File: config.mk
export PLATFORM = sky130hd
export DESIGN_NAME = gpie_fifo
export DESIGN_NICKNAME = d
export VERILOG_FILES = /design/src/rtl/gpie_fifo.sv
export SDC_FILE = /design/constraint.sdc
export NUM_CORES = 1
export LEC_CHECK = 0
export BUFFER_PORTS_ARGS = -buffer_cell sky130_fd_sc_hd__buf_2
export CORE_AREA = 2 2 43 45
export CTS_CLUSTER_SIZE = 10
export DETAILED_ROUTE_END_ITERATION = 10
export DIE_AREA = 0 0 45 47
export GPL_TIMING_DRIVEN = 0
export PLACE_DENSITY_LB_ADDON = 0.05
export SYNTH_ARGS = -nofsm -noshare
export SYNTH_HDL_FRONTEND = slang
export SYNTH_SLANG_ARGS = --single-unit
File: constraint.sdc
create_clock -name i_clk -period 1.9 [get_ports i_clk]
set_input_delay 0.19 -clock i_clk [delete_from_list [all_inputs] [get_ports i_clk]]
set_output_delay 0.19 -clock i_clk [all_outputs]
set_load 0.01 [all_outputs]
File: src/rtl/gpie_fifo.sv
`timescale 1ns / 1ps
`default_nettype none

module gpie_fifo #(
    parameter int  DEPTH  = 4,
    parameter type t_data = logic
) (
    input  wire logic  i_clk,
    input  wire logic  i_rst_n,
    input  wire logic  i_push,
    input  wire t_data i_data,
    output logic       o_full,
    input  wire logic  i_pop,
    output logic       o_valid,
    output t_data      o_data
);

    localparam int PTR_W = (DEPTH > 1) ? $clog2(DEPTH) : 1;
    localparam int CNT_W = $clog2(DEPTH + 1);

    t_data            r_mem [DEPTH];
    logic [PTR_W-1:0] r_wr_ptr;
    logic [PTR_W-1:0] r_rd_ptr;
    logic [CNT_W-1:0] r_count;
    logic [PTR_W-1:0] n_wr_ptr;
    logic [PTR_W-1:0] n_rd_ptr;
    logic             do_push;
    logic             do_pop;

    assign o_full  = (r_count == CNT_W'(DEPTH));
    assign o_valid = (r_count != '0);
    assign o_data  = r_mem[r_rd_ptr];
    assign do_push = i_push && !o_full;
    assign do_pop  = i_pop && o_valid;

    assign n_wr_ptr = (r_wr_ptr == PTR_W'(DEPTH - 1)) ? '0 : r_wr_ptr + 1'b1;
    assign n_rd_ptr = (r_rd_ptr == PTR_W'(DEPTH - 1)) ? '0 : r_rd_ptr + 1'b1;

    always_ff @(posedge i_clk) begin
        if (do_push) begin
            r_mem[r_wr_ptr] <= i_data;
        end
    end

    always_ff @(posedge i_clk) begin
        if (!i_rst_n) begin
            r_wr_ptr <= '0;
            r_rd_ptr <= '0;
            r_count  <= '0;
        end else begin
            if (do_push) begin
                r_wr_ptr <= n_wr_ptr;
            end
            if (do_pop) begin
                r_rd_ptr <= n_rd_ptr;
            end
            if (do_push && !do_pop) begin
                r_count <= r_count + 1'b1;
            end else if (do_pop && !do_push) begin
                r_count <= r_count - 1'b1;
            end
        end
    end

endmodule

`default_nettype wire

-- After elaboration in Yosys (flattened, before gate mapping)
Memory sizes are Yosys's and may differ from the RTL's. A register that Yosys moved wholly into a read port is not among the register bits.
Index checks and enable logic that the tools add are counted.
- register bits after elaboration: 7
- bits of input ports: 5
- logic and storage cells: 28
- bits in latches: 0
- memories: 1
- memory bits (read-only): 0
- output and inout bits: 3
- RAM bits: 4
- memories (name ; words ; bits a word ; rd ports ; clocked after Yosys merged registers in ; write ports ; line ; RTL):
    r_mem ; 4 ; 1 ; 1 ; 1 ; 1 ; 21 ; t_data r_mem [DEPTH];
- muxes and demuxes: 8
- equal/unequal tests: 3
- div/mod/pow operators: 0
- bitwise operators: 0
- $lt $le $gt $ge: 0
- shifts and indexed selects: 0
- add/sub/neg operators: 4
- $mul: 0
- reductions and logical operators: 9
- operator list (kind ; count):
    two-way mux 2 bit ; 4
    two-way mux 3 bit ; 2
    adder 2 x 1 -> 2 bit (second input constant) ; 2
    == test 2 bit (second input constant) ; 2
    logical AND 1 bit ; 4
    adder 3 x 1 -> 3 bit (second input constant) ; 1
    == test 3 bit (second input constant) ; 1
    logical NOT 1 bit ; 3
    nonzero test 3 bit ; 1
    subtractor 3 x 1 -> 3 bit (second input constant) ; 1
    two-way mux 1 bit ; 2
    nonzero test 2 bit ; 1

-- Longest topological paths before layout
Gate-level depths: netlist (run 1).
- word-level depth: 7
- gate-level depth with buffers: 9

-- Least setup slack after synthesis (run 1)
OpenSTA, ideal clock, no wires.
- path kind: register to register
- from: register r_count[0]
- to: register r_count[2]
- arrival: 1951 ps
- setup slack: -126 ps
- data required time: 1824 ps
- setup time: 76 ps
- stages on the path, launching flop included: 10
- clock period less this slack: 2026 ps
- cells stage by stage: dfxtp_1 -> nor3b_2 -> nor2b_1 -> buf_2 -> ha_1 -> inv_1 -> fa_1 -> xor2_1 -> or3_1 -> a21boi_0
- word-level cells in the longest chain between the ends: 6
- RTL lines (element ; line ; RTL):
    start: declaration ; 24 ; logic [CNT_W-1:0] r_count;
    start signal: assignment ; 58 ; r_count <= r_count + 1'b1;
    start signal: assignment ; 60 ; r_count <= r_count - 1'b1;
    == test 3 bit * ; 30 ; assign o_full = (r_count == CNT_W'(DEPTH));
    named net o_full ; 12 ; output logic o_full,
    logical NOT 1 bit * ; 33 ; assign do_push = i_push && !o_full;
    logical AND 1 bit * ; 33 ;
    named net do_push ; 27 ; logic do_push;
    logical NOT 1 bit ; 59 ; end else if (do_pop && !do_push) begin
    logical AND 1 bit ; 59 ;
    nonzero test 2 bit (no source line) ; - ;
Mark *: on every way through the listed nets, which the timed path passes. The rest lies on a longest branch. The select of a mux whose other input is x is not followed.
A chain may end at the register's enable or synchronous reset.

-- Final worst setup path (run 1)
- from: register r_count[2]
- to: register r_count[2]
- word-level cells in the longest chain between the ends: 6
- RTL lines (element ; line):
    == test 3 bit * ; 30
    logical NOT 1 bit * ; 33
    logical AND 1 bit * ; 33
    named net do_push ; 27
    logical NOT 1 bit ; 59
    logical AND 1 bit ; 59
    nonzero test 2 bit (no source line) ; -
Marks and branches as above.

==> results of run 1 <==
==> worst max-delay path: cells and delay by family (launching register included) <==
kind | cells | cell delay (ns)
XOR/XNOR | 1 | 0.15
flip-flops | 1 | 0.36
adder cells (fa/ha/maj) | 2 | 0.46
buffers and inverters | 2 | 0.17
AND/OR/NAND/NOR | 3 | 0.55
AO/OA/AOI/OAI | 1 | 0.12
==> cells in the mapped netlist <==
library cell,instances
a21boi_0,1
and2_1,5
buf_2,1
clkbuf_1,1
dfxtp_1,9
edfxtp_1,4
fa_1,1
ha_1,6
inv_1,3
mux2i_1,3
mux4_2,1
nand2_1,6
nand3_1,2
nor2_1,2
nor2b_1,2
nor3b_2,1
o21ai_0,3
o31ai_2,1
or3_1,2
xnor2_1,1
xor2_1,1
==> placed cells by master (no fill, tap or decap), drive strengths merged <==
| cell | count |
|---|---|
| o21ai | 3 |
| a21boi | 1 |
| mux4 | 1 |
| o31ai | 1 |
| clkbuf | 5 |
| and2 | 5 |
| nor2 | 2 |
| or3 | 2 |
| buf | 11 |
| nand2 | 6 |
| fa | 1 |
| xnor2 | 1 |
| nor3b | 1 |
| edfxtp | 4 |
| nand3 | 2 |
| mux2i | 3 |
| ha | 6 |
| xor2 | 1 |
| inv | 3 |
| nor2b | 2 |
| dfxtp | 9 |
==> timing repair <==
| action | in CTS | in global routing |
|---|---|---|
| endpoints found under the setup margin | 1 | 1 |
| hold buffers | 0 | 0 |
| setup buffers | 3 | 0 |
| gates cloned | 0 | 0 |
| pin swaps | 2 | 0 |
| gates resized for setup | 2 | 1 |
==> area by class of cell <==
type	instances	area share, %
plain buffers	2	1.45
clock buffers	4	3.39
repair buffers	10	7.42
inverters	3	1.45
multi-input cells	38	43.7
well taps	17	2.74
flip-flops and latches	13	39.8
==> power by group through the flow <==
stage,logic (W),registers [W],clock network (W)
5_1_grt,0.000408,0.000454,0.000187
6_report,0.000361,0.000439,0.000166
4_1_cts,0.000363,0.000441,0.000177
3_3_place_gp,0.000331,0.000442,0
2_1_floorplan,0.000270,0.000429,0
3_5_place_dp,0.000338,0.000444,0
==> layer usage <==
| layer | global-route usage, % | share of wire [%] | up-vias |
|---|---|---|---|
| met3 | 5.77 | 3.9 | 2 |
| met4 | 3.53 | 0.54 | 0 |
| met1 | 12.9 | 48 | 192 |
| met5 | 0 | 0 | - |
| li1 | - | - | 215 |
| met2 | 18.3 | 47 | 5 |
==> stage by stage <==
| stage | instances | hold WS (ns) |
|---|---|---|
| 2_1_floorplan | 56 | 0.289 |
| 3_3_place_gp | 80 | 0.412 |
| 3_5_place_dp | 80 | 0.420 |
| 4_1_cts | 87 | 0.127 |
| 5_1_grt | 87 | 0.131 |
| 6_report | 87 | 0.140 |
==> cells by family after synthesis <==
| family | share of synthesized area [%] |
|---|---|
| adder cells (fa/ha/maj) | 15.1 |
| buffers and inverters | 3.18 |
| AND/OR/NAND/NOR | 17.3 |
| multiplexers | 8.35 |
| AO/OA/AOI/OAI | 5.57 |
| XOR/XNOR | 2.78 |
| flip-flops | 47.7 |
==> worst paths after layout <==
path,end,slack (ns)
setup / recovery,r_count[2],0.02
setup reg to reg,r_count[2],0.02
hold reg to reg,r_wr_ptr[1],0.50
hold / removal,r_mem[2],0.14
==> run metrics, run 1 <==
Port Buffers 7; CP max FO 3; initial antenna violation count 0; Syn Inst Count 56; critical path required time 2.10 ns; Setup WS post-layout 0.0240 ns; post-DP HPWL 679 um; Seq/Total Area, Yosys 47.7%; Slowest cell on crit path dfxtp_4; f_max between 0.5 and 0.6 GHz; largest net degree at the start of global routing 11; period utilization 98.7%; CTS root buffer clkbuf_4; CTS HTree Levels 1; worst r2r path cells 9; initial core utilization 38.1%; Clk pwr share 17.2%; Sink Count 13; maxcap violations 0; CTS tree built; Final setup viols 0; top cell type by total area after synthesis dfxtp_1; register area about 310 um^2; Final nets between 80 and 90; fin crit period 1.88 ns; Setup TNS 0 ns; Reg clk slew, reported paths 0.08 ns; slew at the pin closest to its max-slew limit 0.410 ns; critical path launch point type flip-flop; first-pass GRT wire length 1640 um; GPL Wtd Cong 0.678; Slew Limit Headroom 72.6%; worst hold path depth 1; clk_lat worst skew 0.27 ns; drt via density 4.76; Critical Path Max Stage Delay 0.36 ns; combinational power share 37.4%; CP Capture Type flip-flop; worst min path class in -> reg; Min-Delay Startpoint i_data; final instance area between 700 and 800 um^2; Core Rows 15; pre-CTS WS -0.0645 ns; Ports 8; final wirelength 930 um; Die Y 47 um; ANT cells 0; die area 2120 um^2; vias in the first global route 392; share of layout cells above drive strength 1 around 33%; die width 45 um; Fillers 168; PD cells around 1200 nW/um^2; DP Area approximately 720 um^2; remaining antenna violation count 0; run status finished clean; Synth Cell Area 629 um^2; Cell variety after synth 21; core area approximately 1700 um^2; crit path DAT 2.08 ns; Worst setup startpoint r_count[2]; Starting DRT DRC Count 1; synth warn 0; syn avg cell area 11.2 um^2; DR DRC count 0; post-synth top area share 28.6%; P_sw 0.000314 W; grt ovf 0; P_leak 0.324 nW; Setup CP Type reg -> reg; Multi-input gate area 339 um^2; fin util between 40% and 50%; Slew Viols, Final 0; Sw Share between 30 and 40%; Fin. Hold Viols 0; Peak VDD IR between 0.0005 and 0.0006 V; GRT Overall Usage around 11%; overall power 0.000967 W; Via Count about 410; RSZ-0062 raised after global routing true; first-pass detailed-route iteration total 3; post-synthesis register bit count 13; r2r startpoint r_count[2]; syn nets 68; worst-path cell chain nor3b_4, nor2b_1, buf_4, ha_4, inv_2, fa_2, xor2_1, or3_1, a21boi_1; Internal Power 0.000653 W; sequential power share between 40% and 50%; clock tree buffer depth 2; top cells by area, synth dfxtp_1, edfxtp_1, ha_1; CTS Buf Count 3; Final Skew between 0.002 and 0.0025 ns; area growth from synthesis to layout 23.3%; average wire per standard cell 10.7 um
Note: power is estimated with default switching activity, not from simulation.
==> run 2, diff against run 1 <==
==> constraint.sdc (replaced) <==
create_clock -name i_clk -period 1.64 [get_ports i_clk]
set_input_delay 0.164 -clock i_clk [delete_from_list [all_inputs] [get_ports i_clk]]
set_output_delay 0.164 -clock i_clk [all_outputs]
set_load 0.01 [all_outputs]
==> run 2 against run 1 <==
Against the previous run: the run now ends with setup timing left; clock power increased by 16%; sequential cell count unchanged; first-iteration DRC count increased to 6.0 times the previous value; clock skew increased by 0.00078 ns; global-route usage decreased by 1.2 points; register-to-register slack got worse by 0.26 ns; die area unchanged; final area unchanged; sequential power increased by 15%; sequential share of layout area unchanged; via count increased by 0.24%; worst hold slack got worse by 0.019 ns; largest power group unchanged.
==> run metrics, run 2 (synthesized netlist as in run 1, its figures left out) <==
run status complete, but fails checks (was finished clean); failing checks setup timing; critical path launch point type flip-flop (unchanged); core area 1650 um^2 (unchanged); DP Area 724 um^2 (was 722 um^2); CTS root buffer clkbuf_4 (unchanged); Sw Share 32.3% (was 32.5%); Setup WS post-layout -0.238 ns (was 0.0240 ns); clock tree buffer depth 2 (unchanged); Final Skew 0.00309 ns (was 0.00232 ns); Die Y 47 um (unchanged); fin crit period 1.88 ns (about the same); GRT Overall Usage 10.1% (was 11.2%); Ports 8 (unchanged); overall power 0.00112 W (was 0.000967 W); first-pass GRT wire length 1480 um (was 1640 um); Port Buffers 7 (unchanged); Reg clk slew, reported paths 0.08 ns (about the same); clk_lat worst skew 0.27 ns (about the same); most common cell after layout, fill and taps aside buf_2 (unchanged); hold slack 0.121 ns (was 0.140 ns); CP Capture Type flip-flop (unchanged); Core Rows 15 (unchanged); Peak VDD IR 0.000747 V (was 0.000567 V); Final nets 83 (unchanged); worst min path class in -> reg (unchanged); Internal Power 0.000758 W (was 0.000653 W); die width 45 um (unchanged); Starting DRT DRC Count 6 (was 1); share of layout cells above drive strength 1 32.9% (unchanged); Fin. Hold Viols 0 (unchanged); grt ovf 0 (unchanged); combinational power share 37.7% (was 37.4%); area growth from synthesis to layout 23.3% (unchanged); ANT cells 0 (unchanged); final instance area 776 um^2 (unchanged); critical path required time 1.84 ns (was 2.10 ns); largest net degree at the start of global routing 11 (unchanged); crit path DAT 2.08 ns (about the same); Clk pwr share 17.1% (was 17.2%); Via Count 415 (was 414); GPL Wtd Cong 0.668 (was 0.678); CTS tree built (unchanged); final wirelength 904 um (was 930 um); Slew Limit Headroom 73.9% (was 72.6%); CP max FO 5 (was 3); remaining antenna violation count 0 (unchanged); initial core utilization 38.1% (unchanged); f_max 0.532 GHz (was 0.533 GHz); PD cells 1440 nW/um^2 (was 1250 nW/um^2); average wire per standard cell 10.4 um (was 10.7 um); most frequent cells in the layout buf_2, nand2_1, dfxtp_1 (unchanged); maxcap violations 0 (unchanged); Final setup viols 2 (was 0); vias in the first global route 379 (was 392); CTS Buf Count 3 (unchanged); RSZ-0062 raised after global routing true (unchanged); CTS HTree Levels 1 (unchanged); die area 2120 um^2 (unchanged); sequential power share 45.1% (was 45.4%); initial antenna violation count 0 (unchanged); drt via density 4.77 (was 4.76); Sink Count 13 (unchanged); DR DRC count 0 (unchanged); slew at the pin closest to its max-slew limit 0.391 ns (was 0.410 ns); Setup CP Type reg -> reg (unchanged); P_sw 0.000361 W (was 0.000314 W); period utilization 115% (was 98.7%); P_leak 0.324 nW (about the same); first-pass detailed-route iteration total 4 (was 3); post-DP HPWL 688 um (was 679 um); Slew Viols, Final 0 (unchanged)
## run 2: worst max-delay path, stage by stage (launching register included)
cell,delay (ns)
dfxtp_2,0.35
nor3b_4,0.15
nor2b_1,0.10
buf_4,0.13
ha_4,0.14
inv_2,0.04
fa_2,0.32
xor2_1,0.15
or3_1,0.31
a21boi_1,0.12
## run 2: routing by layer
| metal | vias up | routed length (um) | global-route usage, % |
|---|---|---|---|
| li1 | 218 | - | - |
| met1 | 188 | 431 | 10.9 |
| met2 | 7 | 429 | 16.6 |
| met3 | 2 | 37 | 5.77 |
| met4 | 0 | 6 | 3.53 |
| met5 | - | 0 | 0 |
## run 2: what timing repair did
item / 4_1_cts / 5_1_grt
pin swaps: 1 / 0
gates cloned: 0 / 0
gates resized for setup: 1 / 0
hold buffers: 0 / 0
buffers inserted: 3 / 0
endpoints found under the setup margin: 2 / 2
## run 2: path summary, 6_finish.rpt
check              start           to  slack [ns]  cells past startpoint
max           r_count[2]   r_count[2]       -0.24                      9
min               i_data     r_mem[3]        0.12                      1
max reg2reg   r_count[2]   r_count[2]       -0.24                      9
min reg2reg  r_wr_ptr[1]  r_wr_ptr[1]        0.50                      2
## run 2: stage by stage
stage	setup WS (ns)	TNS (ns)	util (%)	cells
after detailed placement	-0.295	-0.372	43.9	80
after CTS	-0.235	-0.285	47.0	87
after global placement	-0.282	-0.339	43.9	80
after floorplan	-0.206	-0.283	-	56
final	-0.238	-0.280	47.0	87
after global routing	-0.351	-0.475	47.0	87
## run 2: cell type report
class / instances / area [um^2]
fill: 166 / 876
multi-input combinational: 38 / 339
sequential: 13 / 309
timing repair buffer: 10 / 57.6
clock buffer: 4 / 26.3
tap: 17 / 21.3
buffer: 2 / 11.3
inverter: 3 / 11.3
## run 2: power by group through the flow
stage | clock network (W) | registers [W] | logic [W]
after detailed placement | 0 | 0.000518 | 0.000395
after CTS | 0.000206 | 0.000509 | 0.000430
after global routing | 0.000222 | 0.000519 | 0.000477
after global placement | 0 | 0.000515 | 0.000387
final | 0.000192 | 0.000505 | 0.000423
after floorplan | 0 | 0.000499 | 0.000316
==> run 3, diff against run 2 <==
--- a/config.mk
+++ b/config.mk
@@ -12,6 +12,7 @@
 export DIE_AREA = 0 0 45 47
 export GPL_TIMING_DRIVEN = 0
 export PLACE_DENSITY_LB_ADDON = 0.05
+export SKIP_CTS_REPAIR_TIMING = 1
 export SYNTH_ARGS = -nofsm -noshare
 export SYNTH_HDL_FRONTEND = slang
 export SYNTH_SLANG_ARGS = --single-unit
==> constraint.sdc (replaced) <==
create_clock -name i_clk -period 2.2 [get_ports i_clk]
set_input_delay 0.22 -clock i_clk [delete_from_list [all_inputs] [get_ports i_clk]]
set_output_delay 0.22 -clock i_clk [all_outputs]
set_load 0.01 [all_outputs]
==> run 3 against run 2 <==
Against the previous run: the flow now finishes without violations; final area decreased by 5.0%; global-route usage is 0.24 points lower; routed wire length is 1.2% lower; highest routed layer is now met3; worst hold slack better by 0.044 ns; sequential cell count unchanged; setup slack gained 0.39 ns; critical endpoint unchanged; clock skew down 0.0025 ns; non-clock buffer count is 2 lower; maximum frequency fell by 8.2%.
==> run metrics, run 3 (synthesized netlist as in run 1, its figures left out) <==
clock tree buffer depth 2 (unchanged); most frequent cells in the layout buf_2, nand2_1, dfxtp_1 (unchanged); remaining antenna violation count 0 (unchanged); fin crit period 2.04 ns (was 1.88 ns); P_leak 0.313 nW (was 0.324 nW); critical path launch point type flip-flop (unchanged); ANT cells 0 (unchanged); area growth from synthesis to layout 17.1% (was 23.3%); vias in the first global route 338 (was 379); overall power 0.000786 W (was 0.00112 W); Fillers 169 (was 166); DR DRC count 0 (unchanged); CP max FO 5 (unchanged); Final Skew 0.000575 ns (was 0.00309 ns); CTS HTree Levels 1 (unchanged); Sink Count 13 (unchanged); Setup TNS 0 ns (was -0.280 ns); slew at the pin closest to its max-slew limit 0.390 ns (was 0.391 ns); die area 2120 um^2 (unchanged); Die Y 47 um (unchanged); average wire per standard cell 10.5 um (was 10.4 um); Slew Viols, Final 0 (unchanged); crit path DAT 2.24 ns (was 2.08 ns); run status finished clean (was complete, but fails checks); GPL Wtd Cong 0.683 (was 0.668); die width 45 um (unchanged); clk_lat worst skew 0.27 ns (about the same); initial core utilization 38.1% (unchanged); Port Buffers 7 (unchanged); grt ovf 0 (unchanged); Final setup viols 0 (was 2); largest net degree at the start of global routing 11 (unchanged); f_max 0.489 GHz (was 0.532 GHz); critical path required time 2.40 ns (was 1.84 ns); period utilization 93.0% (was 115%); placed insts 80 (unchanged); first-pass GRT wire length 1400 um (was 1480 um); CTS tree built (unchanged); initial antenna violation count 0 (unchanged); CTS root buffer clkbuf_4 (unchanged); Peak VDD IR 0.000493 V (was 0.000747 V); share of layout cells above drive strength 1 27.9% (was 32.9%); first-pass detailed-route iteration total 2 (was 4); core area 1650 um^2 (unchanged); Slew Limit Headroom 74.0% (was 73.9%); CP Capture Type flip-flop (unchanged); post-DP HPWL 673 um (was 688 um); most common cell after layout, fill and taps aside buf_2 (unchanged); non-filler cells in the finished layout 85 (was 87); RSZ-0062 raised after global routing false (was true); PD cells 1070 nW/um^2 (was 1440 nW/um^2); Fin. Hold Viols 0 (unchanged); GRT Overall Usage 9.82% (was 10.1%); drt via density 4.71 (was 4.77); Via Count 400 (was 415); Final nets 81 (was 83); maxcap violations 0 (unchanged); worst min path class in -> reg (unchanged); Core Rows 15 (unchanged); hold slack 0.165 ns (was 0.121 ns); Reg clk slew, reported paths 0.07 ns (was 0.08 ns); Ports 8 (unchanged); CTS Buf Count 3 (unchanged); Setup CP Type reg -> reg (unchanged); final wirelength 893 um (was 904 um); Starting DRT DRC Count 4 (was 6)
## run 3: cell type report
class | count | area [um^2] | share of cell area [%]
clock buffer | 4 | 26.3 | 3.57
tap | 17 | 21.3 | 2.89
timing repair buffer | 8 | 42.5 | 5.77
buffer | 2 | 11.3 | 1.53
sequential | 13 | 304 | 41.3
multi-input combinational | 38 | 320 | 43.5
inverter | 3 | 11.3 | 1.53
## run 3: critical path: stages (launching register included)
cell and delay (ns):
dfxtp_2 0.37, o31ai_4 0.32, ha_2 0.26, inv_1 0.05
fa_1 0.37, xor2_1 0.16, or3_1 0.30, a21boi_0 0.15
## run 3: through the flow
step / setup slack, ns / area (um^2) / utilization, %
global route: 0.0561 / 737 / 44.6
floorplan: 0.174 / 629 / -
finish: 0.155 / 737 / 44.6
global placement: 0.0624 / 686 / 41.5
CTS: 0.0117 / 712 / 43.1
detailed placement: 0.0188 / 686 / 41.5
## run 3: power by group
part / internal (W) / total (W) / switching, W
sequential: 0.000309 / 0.000370 / 0.0000606
combinational: 0.000149 / 0.000271 / 0.000122
clock: 0.0000703 / 0.000145 / 0.0000743
total: 0.000529 / 0.000786 / 0.000257
## run 3: worst paths after layout
path,cells past startpoint,endpoint,startpoint,slack [ns]
setup / recovery,7,r_count[2],r_count[0],0.16
hold / removal,1,r_mem[2],i_data,0.17
setup reg to reg,7,r_count[2],r_count[0],0.16
hold reg to reg,2,r_wr_ptr[1],r_wr_ptr[1],0.50
## run 3: routing by layer
metal / global-route usage, % / routed length [um]
met1: 10.7 / 428
met2: 16.0 / 424
met3: 5.77 / 39
met4: 3.53 / 0
met5: 0 / 0
