### src/rtl/gpie_pkg.sv
`timescale 1ns / 1ps
`default_nettype none

package gpie_pkg;

    localparam int FIFO_DEPTH_DEF = 4;

    // Byte codes
    localparam logic [7:0] CHR_SPACE = 8'h20;
    localparam logic [7:0] CHR_DASH  = 8'h2d;
    localparam logic [7:0] CHR_STAR  = 8'h2a;
    localparam logic [7:0] CHR_S     = 8'h53;
    localparam logic [7:0] CHR_0     = 8'h30;
    localparam logic [7:0] CHR_A     = 8'h41;
    localparam logic [7:0] CHR_LC_A  = 8'h61;
    localparam logic [7:0] CHR_LC_Z  = 8'h7a;
    localparam logic [7:0] CASE_GAP  = 8'h20;
    localparam logic [7:0] LEAD_MIN  = 8'ha1;

    // Zone/position code arithmetic
    localparam int ZONE_BIAS  = 160;
    localparam int ZONE_MUL   = 100;
    localparam int DIGIT_LO   = 316;
    localparam int DIGIT_HI   = 325;
    localparam int LETTER_LO  = 333;
    localparam int LETTER_HI  = 358;
    localparam int L1_LO      = 1601;
    localparam int L1_END     = 5590;
    localparam int L2_ROW0    = 56;
    localparam int L2_ROW_LEN = 94;
    localparam int L2_COL0    = 161;
    localparam int L2_MAX     = 3007;
    localparam int L2_IDX_W   = $clog2(L2_MAX + 1);
    localparam int CODE_W     = 14;

    localparam int NUM_BOUNDS = 23;

    localparam logic [CODE_W-1:0] BOUND_CODE [NUM_BOUNDS] = '{
        14'd1601, 14'd1637, 14'd1833, 14'd2078, 14'd2274, 14'd2302, 14'd2433, 14'd2594,
        14'd2787, 14'd3106, 14'd3212, 14'd3472, 14'd3635, 14'd3722, 14'd3730, 14'd3858,
        14'd4027, 14'd4086, 14'd4390, 14'd4558, 14'd4684, 14'd4925, 14'd5249
    };

    localparam logic [7:0] BOUND_LETTER [NUM_BOUNDS] = '{
        "A", "B", "C", "D", "E", "F", "G", "H", "J", "K", "L", "M",
        "N", "O", "P", "Q", "R", "S", "T", "W", "X", "Y", "Z"
    };

    // Level-2 initials, first entry in the top byte
    localparam L2_ROM = {
        "cjwgnspgcgne[y[btyyzdxykygt[jnnjqmbsgzscyjsyy[pgkbzgy[ywjkgkljywkpjqhy[w[dzlsgmrypywwcckznk",
        "yygttnjjnykkzytcjnmcylqlypyqfqrpzslwbtgkjfyxjwzltbncxjjjjtxdttsqzycdxxhgck[phffss[ybgxlppbyll",
        "[hlxs[zm[jhsojnghdzqyklgjhsgqzhxqgkezzwyscscjxyeyxadzpmdssmzjzqjyzc[j[wqjbyzpxgznzcpwhkxhqkmw",
        "fbpbydtjzzkqhy",
        "lygxfptyjyyzpszlfchmqshgmxxsxj[[dcsbbqbefsjyhxwgzkpylqbgldlcctnmayddkssngycsgxlyzaybnptsdkd",
        "ylhgymylcxpy[jndqjwxqxfyyfjlejpzrxccqwqqsbnkymgplbmjrqcflnymyqmsqyrbcjthztqfrxqhxmjjcjlxqgjm",
        "shzkbswyemyltxfsydswlycjqxsjnqbsctyhbftdcyzdjwyghqfrxwckqkxebptlpxjzsrmebwhjlbjslyysmdxlclqkx",
        "lhxjrzjmfqhxhwy",
        "wsbhtrxxglhqhfnm[ykldyxzpylgg[mtcfpajjzyljtyanjgbjplqgdzyqyaxbkysecjsznslyzhsxlzcghpxzhznytd",
        "sbcjkdlzayfmydlebbgqyzkxgldndnyskjshdlyxbcghxypkdjmmzngmmclgwzszxzjfznmlzzthcsydbdllscddnlkjy",
        "kjsycjlkwhqasdknhcsganhdaashtcplcpqybsdmpjlpzjoqlcdhjjysprchn[nnlhlyyqyhwzptczgwwmzffjqqqqyxa",
        "clbhkdjxdgmmy",
        "djxzllsygxgkjrywzwyclzmssjzldbyd[fcxyhlxchyzjq[[qagmnyxpfrkssbjlyxysyglnscmhzwwmnzjjlxxhchsy",
        "[[ttxrycyxbyhcsmxjsznpwgpxxtaybgajcxly[dccwzocwkccsbnhcpdyznfcyytyckxkybsqkkytqqxfcwchcykelzq",
        "bsqyjqcclmthsywhmktlkjlycxwheqqhtqh[pq[qscfymndmgbwhwlgsllysdlmlxpthmjhwljzyhzjxhtxjlhxrswlwz",
        "jcbxmhzqxsdzp",
        "mgfcsglsxymjshxpjxwmyqksmyplrthbxftpmhyxlchlhlzylxgsssstclsldclrpbhzhxyyfhb[gdmycnqqwlqhjj[yw",
        "jzyejjdhpblqxtqkwhlchqxagtlxljxmsl[htzkzjecxjcjnmfby[sfywybjzgnysdzsqyrsljpclpwxsdwejbjcbcnay",
        "twgmpapclyqpclzxsbnmsggfnzjjbzsfzyndxhplqkzczwalsbccjx[yzgwkypsgxfzfcdkhjgxdlqfsgdslqwzkxtmhs",
        "bgzmjzrglyjb",
        "pmlmsxlzjqqhzyjczydjwbmyklddpmjegxyhylxhlqyqhkycwcjmyyxnatjhyccxzpcqlbzwwytwbqcmlpmyrjcccxfpz",
        "nzzljplxxyztzlgdldcklyrzzgqtgjhhgjljaxfgfjzslcfdqzlclgjdjcsnzlljpjqdcclcjxmyzftsxgcgsbrzxjqqc",
        "tzhgyqtjqqlzxjylylbcyamcstylpdjbyregklzyzhlyszqlznwczcllwjqjjjkdgjzolbbzppglghtgzxyghzmycnqsyc",
        "yhbhgxkamtx",
        "yxnbskyzzgjzlqjdfcjxdygjqjjpmgwgjjjpkqsbgbmmcjssclpqpdxcdyyky[cjddyygywrhjrtgznyqldkljszzgzqz",
        "jgdykshpzmtlcpwnjafyzdjcnmwescyglbtzcgmssllyxqsxsbsjsbbsgghfjlypmzjnlyywdqshzxtyywhmzyhywdbxb",
        "tlmsyyyfsxjc[dxxlhjhf[sxzqhfzmzcztqcxzxrttdjhnnyzqqmnqdmmg[ydxmjgdhcdyzbffallztdltfxmxqzdngwq",
        "dbdczjdxbzgs",
        "qqddjcmbkzffxmkdmdsyyszcmljdsynsbrskmkmpcklgdbqtfzswtfgglyplljzhgj[gypzltcsmcnbtjbqfkthbyzgkp",
        "bbymtdssxtbnpdkleycjnyddykzddhqhsdzsctarlltkzlgecllkjlqjaqnbdkkghpjtzqksecshalqfmmgjnlyjbbtml",
        "yzxdcjpldlpcqdhzycbzsczbzmsljflkrzjsnfrgjhxpdhyjybzgdlqcsezgxlblgyxtwmabchecmwyjyzlljjyhlg[dj",
        "lslygkdzpzxj",
        "yyzlwcxszfgwyydlyhcljscmbjhblyzlycblydpdqysxqzbytdkyxjy[cnrjmpdjgklcljbctbjddbblblczqrppxjcjl",
        "zcshltoljnmdddlngkaqhqhjgykheznmshrp[qqjchgmfprxhjgdychghlyrzqlcyqjnzsqtkqjymszswlcfqqqxyfggyp",
        "tqwlmcrnfkkfsyylqbmqammmyxctpshcptxxzzsmphpshmclmldqfyqxszyydyjzzhqpdszglstjbckbxyqzjsgpsxqzq",
        "zrqtbdkyxzk",
        "hhgflbcsmdldgdzdblzyycxnncsybzbfglzzxswmsccmqnjqsbdqsjtxxmbltxzclzshzcxrqjgjylxzfjphymzqqydfq",
        "jjlzznzjcdgzygctxmzysctlkphtxhtlbjxjlxscdqxcbbtjfqzfsltjbtkqbxxjjljchczdbzjdczjdcprnpqcjpfczlc",
        "lzxzdmxmphjsgzgszzqlylwtjpfsyasmcjbtzkycwmytcsjjljcqlwzmalbxyfbpnlsfhtgjwejjxxglljstgshjqlzfkc",
        "gnnnszfdeq",
        "fhbsaqtgylbxmmygszldydqmjjrgbjtkgdhgkblqkbdmbylxwcxyttybkmrtjzxqjbhlmhmjjzmqasldcyxyqdlqcafywy",
        "xqhz"
    };
    localparam int L2_LEN = $bits(L2_ROM) / 8;

    typedef struct packed {
        logic [7:0] in_byte;
        logic       in_last;
    } t_in_item;

    typedef struct packed {
        logic [7:0] out_byte;
        logic       out_last;
        logic       out_empty;
    } t_out_item;

    // Front to back: an optional 'S' token, then an optional byte token
    typedef struct packed {
        logic       s_tok;
        logic       b_tok;
        logic [7:0] b;
        logic       last;
    } t_entry;

    function automatic logic [7:0] upcase(input logic [7:0] b);
        if (b >= CHR_LC_A && b <= CHR_LC_Z) begin
            return b - CASE_GAP;
        end
        return b;
    endfunction

    function automatic logic [7:0] l2_letter(input logic [L2_IDX_W-1:0] idx);
        return L2_ROM[(L2_LEN - 1 - int'(idx)) * 8 +: 8];
    endfunction

endpackage

`default_nettype wire

### src/rtl/gpie_front.sv
`timescale 1ns / 1ps
`default_nettype none

module gpie_front import gpie_pkg::*; (
    input  wire logic     i_clk,
    input  wire logic     i_rst_n,
    input  wire logic     i_valid,
    output logic          o_ready,
    input  wire t_in_item i_item,
    input  wire logic     i_full,
    output logic          o_push,
    output t_entry        o_entry
);

    logic r_held_s;
    logic n_held_s;
    logic drop;
    logic accept;

    assign o_ready = !i_full;
    assign accept  = i_valid && o_ready;
    assign drop    = (i_item.in_byte == CHR_SPACE) || (i_item.in_byte == CHR_DASH) ||
                     (i_item.in_byte == CHR_STAR);

    always_comb begin
        o_entry.b     = i_item.in_byte;
        o_entry.last  = i_item.in_last;
        o_entry.s_tok = 1'b0;
        o_entry.b_tok = 1'b0;
        n_held_s      = r_held_s;
        if (drop) begin
            // flush a waiting S only at the end of the string
            o_entry.s_tok = i_item.in_last && r_held_s;
            n_held_s      = r_held_s && !i_item.in_last;
        end else if (i_item.in_byte == CHR_S) begin
            o_entry.s_tok = r_held_s || i_item.in_last;
            n_held_s      = !r_held_s && !i_item.in_last;
        end else begin
            o_entry.s_tok = r_held_s;
            o_entry.b_tok = 1'b1;
            n_held_s      = 1'b0;
        end
    end

    // skip beats that produce no token and do not end the string
    assign o_push = accept && (o_entry.s_tok || o_entry.b_tok || o_entry.last);

    always_ff @(posedge i_clk) begin
        if (!i_rst_n) begin
            r_held_s <= 1'b0;
        end else if (accept) begin
            r_held_s <= n_held_s;
        end
    end

endmodule

`default_nettype wire

### config.mk
export PLATFORM = sky130hd
export DESIGN_NAME = gpie_front
export DESIGN_NICKNAME = d
export VERILOG_FILES = /design/src/rtl/gpie_pkg.sv /design/src/rtl/gpie_front.sv
export SDC_FILE = /design/constraint.sdc
export NUM_CORES = 1
export LEC_CHECK = 0
export BUFFER_PORTS_ARGS = -buffer_cell sky130_fd_sc_hd__buf_2
export CAP_MARGIN = 0
export CORE_AREA = 2 2 39 41
export CTS_BUF_LIST = sky130_fd_sc_hd__clkbuf_4
export DETAILED_ROUTE_END_ITERATION = 16
export DIE_AREA = 0 0 41 43
export PLACE_DENSITY = 0.6
export SLEW_MARGIN = 20
export SYNTH_ARGS = -nofsm -noshare
export SYNTH_HDL_FRONTEND = slang
export SYNTH_SLANG_ARGS = --single-unit
### constraint.sdc
create_clock -name i_clk -period 1.4 [get_ports i_clk]
set_input_delay 0.28 -clock i_clk [delete_from_list [all_inputs] [get_ports i_clk]]
set_output_delay 0.28 -clock i_clk [all_outputs]
set_load 0.005 [all_outputs]
==> Word-level counts from Yosys, hierarchy flattened <==
Index checks and enable logic that the tools add are counted.
Widths: inputs -> output; s select.
{ "classes": {"eq_ne": 4, "n_mux": 6, "reduce_logical": 13} }
{ "op_table": {"columns": ["op", "count"], "rows": [
  ["$eq 8x6->1 const B", 3],
  ["$eq 8x7->1 const B", 1],
  ["$mux 1", 6],
  ["$logic_and 1x1->1", 5],
  ["$logic_or 1x1->1", 5],
  ["$logic_not 1->1", 3]
]} }
{ "totals": {"regBits": 1, "word_cells": 24} }

==> Logic depth before layout (Yosys ltp) <==
Gate-level depths: netlist of the first run.
{ "depth": {"ltp_word": 7, "ltp_mapped": 4, "ltp_nobuf": 4} }

==> Worst setup path before layout of the first run <==
OpenSTA, ideal clock, no wires.
{ "synth_path": {"kind": "input-to-output", "from": "input i_item[8] (netlist bit)", "to": "output o_entry[10] (netlist bit)", "t_arrival_ps": 1044, "slack_ps": 76, "stages": 4, "path_buffers": 0, "cell_sequence": "nand4bb_1 nor4_4 a21oi_1 a21oi_1"} }
{ "synth_lines": {"columns": ["element", "line", "text"], "rows": [
  ["start: declaration", "gpie_front.sv:9", "input wire t_in_item i_item,"],
  ["end: declaration", "gpie_front.sv:12", "output t_entry o_entry"]
]} }

==> out/metrics.yaml, run 1 <==
fp.dieH_um: 43
grt_pass1_wl_um: 834
synth_common_cells: "buf_4 (9), nand3_1 (3)"
max-slew-margin-rel: 0.8344
dr_total_vias: 281
top_regs: "r_held_s (1)"
via_per_inst: 4.258
r2r_end: "r_held_s$_SDFFE_PN0P_"
worstSetupPathType: "primary input to output pin"
drive_gt1_frac: 0.7000
p_total_uw: 110.1
synth.most_common_cell: "buf_4"
dpl.hpwl_um: 549.6
internal_power_uw: 72.74
antenna_found_initial: 0
grt_util_met1: 0.07325
cp.arrival_ns: 1.16
top_usage_layer: "met2"
hold_violations: 0
leakage_uw: 0.0001820
initial_core_util: 0.1763
syn_area_um2: 244.0
place_ws_ns: -0.1580
fp-row-count: 14
ys.flop_type: "dfxtp_1"
yosysWarningCount: 0
netlist.area_leader.share: 0.2769
min-delay-start: "r_held_s$_SDFFE_PN0P_"
worstMarginPinSlew_ns: 0.2465
reg2reg_from: "r_held_s$_SDFFE_PN0P_"
synthToLayoutAreaGrowth_pct: 62.05
grt_usage: 0.06206
cp.required_ns: 1.12
grtUsageMet2: 0.1219
clk_pin_slew_ns: 0
antenna-diode-count: 0
die_x_um: 41
yosysTopAreaCell: "buf_4"
largest_reg_flops: 1
finalSetupViolations: 3
synth_cell_types: 18
antenna_left: 0
syn_area_per_cell_um2: 7.625
fin_nets: 65
rsz0062_at_grt: "true"
die-area_um2: 1763
wirelength_um: 594
p_clk_frac: 0
post-route-util: 0.2857
vdd_ir_drop_max_mv: 0.1456
first_iter_violations: 2
ff2ff_path_depth: 3
min_path_type: "register to register"
grt_overflow: 0
drc: 0
synth-edff-count: 0
violations: "setup timing"
async_flop_share: 0
fill_cells: 149
ys_top_cells_by_area: "buf_4 (28%), nor4_4 (8.7%), dfxtp_1 (8.2%)"
cp_max_fo: 4
period_share: 1.029
combPwrFrac: 0.736
whs_path_depth: 2
dr.pass1.iters: 3
rrSetupSlack_ns: 0.62
core_area_um2: 1384
grt_pass1_vias: 235
yosysSeqAreaShare: 0.08205
slew_viol_final: 0
status: "finished with violations"
netlist_instances: 32
finalSetupTns_ns: -0.08368
synth-seq-cells: 1
gp_congestion: 0.5926
max_freq_ghz: 0.6939
regMostFlops: "r_held_s"
drv_cap: 0
p_sw_uw: 37.34
whs_endpoint: "r_held_s$_SDFFE_PN0P_"
setup_slack_ns: -0.04110
powerDensity_nw_per_um2: 278.4
critPathLaunchType: "primary input"
final_period_minus_worst_setup_slack_ns: 1.441
holdWs_ns: 0.5478
pin_count: 26
grt_max_degree: 6
clock_latency_ns: 0
globalRouteMet3Util: 0
end_kind: "output pin"
portBuffers: 25
seq_power_share: 0.264
sw_frac_of_total: 0.3392
wl_per_cell_um: 9.000
worst_clock_skew_ns: 0
synth_fp_nets: 45
[worst max-delay path, cell delays in order]
cell,delay [ns]
buf_8,0.10
buf_4,0.13
nor4_4,0.30
a21oi_1,0.12
a21oi_2,0.11
buf_2,0.12
[per-stage QoR]
stage | cells | cell area [um^2]
6_report | 66 | 395.4
5_1_grt | 66 | 395.4
4_1_cts | 67 | 376.6
2_1_floorplan | 32 | 244.0
3_5_place_dp | 66 | 336.6
3_3_place_gp | 66 | 336.6
[cells by family after synthesis]
group,Yosys count,share of synthesized area
simple gates,14,0.4103
buf+inv,11,0.3077
xor+xnor,1,0.03590
flops,1,0.08205
compound gates,5,0.1641
[layout make-up]
type / instances / area [um^2] / share of cell area
Multi-Input combinational cell: 20 / 187.7 / 0.4747
Tap cell: 16 / 20.02 / 0.05063
Sequential cell: 1 / 20.02 / 0.05063
Inverter: 2 / 7.507 / 0.01899
Timing Repair Buffer: 27 / 160.2 / 0.4051
[repair_timing]
action | 4_1_cts | 5_1_grt
hold buffers | 0 | 0
setup endpoints to repair | 3 | 3
setup buffers | 1 | 0
gates resized for setup | 7 | 3
pin swaps | 6 | 3
[power groups by stage]
stage	clock [uW]	combinational [uW]	sequential, uW
final	0	81.0	29.1
after global placement	0	64.0	29.1
after floorplan	0	38.1	29.1
after detailed placement	0	65.5	29.1
after global routing	0	89.1	29.1
after CTS	0	76.5	29.1
[layout by cell type (no fill, tap or decap)]
| cell type | Yosys | layout |
|---|---|---|
| buf_2 | 0 | 23 |
| nor4b_2 | 0 | 1 |
| nand2b_1 | 1 | 1 |
| nand3_1 | 3 | 3 |
| o31ai_2 | 0 | 1 |
| inv_1 | 2 | 2 |
| nand4b_1 | 1 | 1 |
| dfxtp_1 | 1 | 1 |
| nor2_1 | 2 | 2 |
| nor3_1 | 1 | 1 |
| nor4_4 | 1 | 1 |
| buf_8 | 0 | 2 |
| nand2_1 | 2 | 2 |
| buf_4 | 9 | 2 |
| nand4bb_4 | 0 | 1 |
| and2_4 | 1 | 1 |
| a21oi_1 | 2 | 1 |
| a21oi_2 | 0 | 1 |
| xor2_2 | 0 | 1 |
| a221oi_2 | 1 | 1 |
| o211ai_1 | 1 | 1 |
[layer usage]
layer | vias up | share of wire
met2 | 16 | 0.53
met4 | 0 | 0
met1 | 122 | 0.38
met5 | - | 0
met3 | 0 | 0.088
li1 | 143 | -
[worst max path at each step]
stage	startpoint	to	slack, ns	cells past startpoint
after floorplan	i_item[8]	o_entry[10]	0.08	4
after global placement	i_item[8]	o_entry[10]	-0.15	6
after detailed placement	i_item[8]	o_entry[10]	-0.16	6
after CTS	i_item[4]	o_push	-0.08	6
after global routing	i_item[2]	o_entry[9]	-0.10	6
final	i_item[4]	o_entry[10]	-0.04	6
Note: power is estimated with default switching activity, not from simulation.
==> inputs of run 2 (changes only) <==
- BUFFER_PORTS_ARGS: -buffer_cell sky130_fd_sc_hd__buf_2 -> -buffer_cell sky130_fd_sc_hd__clkbuf_2
==> out/metrics.yaml, run 2 (synthesized netlist as in run 1, its figures left out) <==
leakage_uw: 0.0001866  # +2.5%
worst_clock_skew_ns: 0  # unchanged
placed_area_um2: 336.6  # unchanged
first_iter_violations: 0  # -2
wl_per_cell_um: 10.66  # +18%
whs_path_depth: 2  # unchanged
crit_slowest_cell: "nand4bb_4"
slew_viol_final: 0  # unchanged
max-slew-margin-rel: 0.8167  # -0.01772
die-area_um2: 1763  # unchanged
cp.required_ns: 1.12  # about the same
status: "finished with violations"
dr.pass1.iters: 1  # -2
antenna_left: 0  # unchanged
post-route-util: 0.2848  # -0.0009040
fp.dieH_um: 43  # unchanged
rsz0062_at_grt: "true"
grt_pass1_wl_mm: 1.007  # +21%
fin_area_um2: 394.1  # -0.32%
path_delay_family: "simple AND/OR/NAND/NOR gates"
fin_cells: 65  # -1.5%
gp_congestion: 0.6043  # +2.0%
cp.arrival_ns: 1.20  # +0.04 ns
fp-row-count: 14  # unchanged
pin_count: 26  # unchanged
rrSetupSlack_ns: 0.62  # about the same
grt_overflow: 0  # unchanged
fin_nets: 64  # -1.5%
reg2reg_from: "r_held_s$_SDFFE_PN0P_"
whs_endpoint: "r_held_s$_SDFFE_PN0P_"
min_path_type: "register to register"
antenna_found_initial: 0  # unchanged
finalSetupTns_ns: -0.1303  # -0.04666 ns
period_share: 1.058  # +0.02879
portBuffers: 25  # unchanged
drv_cap: 0  # unchanged
dp_cells: 66  # unchanged
top_layer_used: "met3"
crit_path_max_incr_delay_ns: 0.23  # -0.07 ns
antenna-diode-count: 0  # unchanged
vdd_ir_drop_max_mv: 0.08707  # -40%
min-delay-start: "r_held_s$_SDFFE_PN0P_"
mostFrequentLayoutCell: "clkbuf_2"
grt_max_degree: 6  # unchanged
drive_gt1_frac: 0.6735  # -0.02653
core_area_um2: 1384  # unchanged
grt_pass1_vias: 279  # +19%
wirelength_um: 693  # +17%
initial_core_util: 0.1763  # unchanged
top_regs: "r_held_s (1)"
m1WireLength_um: 245  # +7.5%
crit_chain: "buf_8 -> nand4bb_4 -> nor4_4 -> a21oi_1 -> a21oi_1 -> buf_2"
via_per_inst: 4.323  # +1.5%
finalSetupViolations: 2  # -1
final_period_minus_worst_setup_slack_ns: 1.481  # +0.04030 ns
hold_violations: 0  # unchanged
end_kind: "output pin"
ff2ff_path_depth: 3  # unchanged
dpl.hpwl_um: 580.7  # +5.7%
drc: 0  # unchanged
regMostFlops: "r_held_s"
powerDensity_nw_per_um2: 284.8  # +2.3%
cp_max_fo: 3  # -1
grt_usage: 0.07508  # +0.01301
clk_pin_slew_ns: 0  # unchanged
final_cell_mix: "clkbuf_2 (19), nand3_1 (3), buf_8 (3), buf_2 (3)"
worst-path-buf-inv: 2  # -1
worstSetupPathType: "primary input to output pin"
r2r_end: "r_held_s$_SDFFE_PN0P_"
crit_path_frequent_cell: "a21oi_1"
violations: "setup timing"
clock_latency_ns: 0  # unchanged
synthToLayoutAreaGrowth_pct: 61.54
die_x_um: 41  # unchanged
dr_total_vias: 281  # unchanged
worstMarginPinSlew_ns: 0.2729  # +0.02638 ns
largest_reg_flops: 1  # unchanged
met2_wirelength_um: 398  # +27%
p_total_uw: 112.3  # +2.0%
critPathLaunchType: "primary input"
max_freq_ghz: 0.6750  # -2.7%
setup_slack_ns: -0.08140  # -0.04030 ns
met3_length_um: 49  # -5.8%
[run 2: changes by cell type in the layout (fill, tap and decap cells not counted), sizes merged]
cell	before	now
buf	27	7
clkbuf	0	19
[run 2: worst max-delay path by stage]
stage	from	endpoint	slack [ns]	cells past startpoint
floorplan	i_item[8]	o_entry[10]	0.08	4
global placement	i_item[8]	o_entry[10]	-0.12	6
detailed placement	i_item[8]	o_entry[10]	-0.17	6
CTS	i_item[2]	o_entry[10]	-0.1	6
global route	i_item[8]	o_entry[10]	-0.11	6
finish	i_item[8]	o_entry[10]	-0.08	6
[run 2: cell type report]
type / count / area (um^2)
Tap cell: 16 / 20.02
Timing Repair Buffer: 26 / 162.7
Multi-Input combinational cell: 20 / 183.9
Fill cell: 155 / 989.7
Sequential cell: 1 / 20.02
Inverter: 2 / 7.507
[run 2: worst register-to-register path, cell delays in order, from the launching register on]
cell	delay, ns
dfxtp_1	0.32
nor3_1	0.19
nand3_1	0.09
o211ai_1	0.09
[run 2: timing repair]
| item | 4_1_cts | 5_1_grt |
|---|---|---|
| pin swaps | 1 | 1 |
| gates cloned | 0 | 0 |
| resized for setup | 3 | 13 |
| buffers inserted | 0 | 0 |
| endpoints found under the setup margin | 3 | 3 |
| hold buffers | 0 | 0 |
[run 2: per-stage QoR]
step	worst slack [ns]	hold WS, ns
2_1_floorplan	0.07604	0.4299
3_3_place_gp	-0.1231	0.5371
3_5_place_dp	-0.1730	0.5581
4_1_cts	-0.09873	0.5606
5_1_grt	-0.1061	0.5975
6_report	-0.08140	0.5561
[run 2: where the power goes]
part	switching (uW)	total, uW	internal, uW
logic	38.6	83.1	44.6
clock network	0	0	0
registers	0.0188	29.1	29.1
total	38.6	112	73.7
[run 2: routing by layer]
layer / global-route usage / up-vias
li1: - / 142
met1: 0.08599 / 123
met4: 0 / 0
met3: 0 / 0
met5: 0 / -
met2: 0.1500 / 16
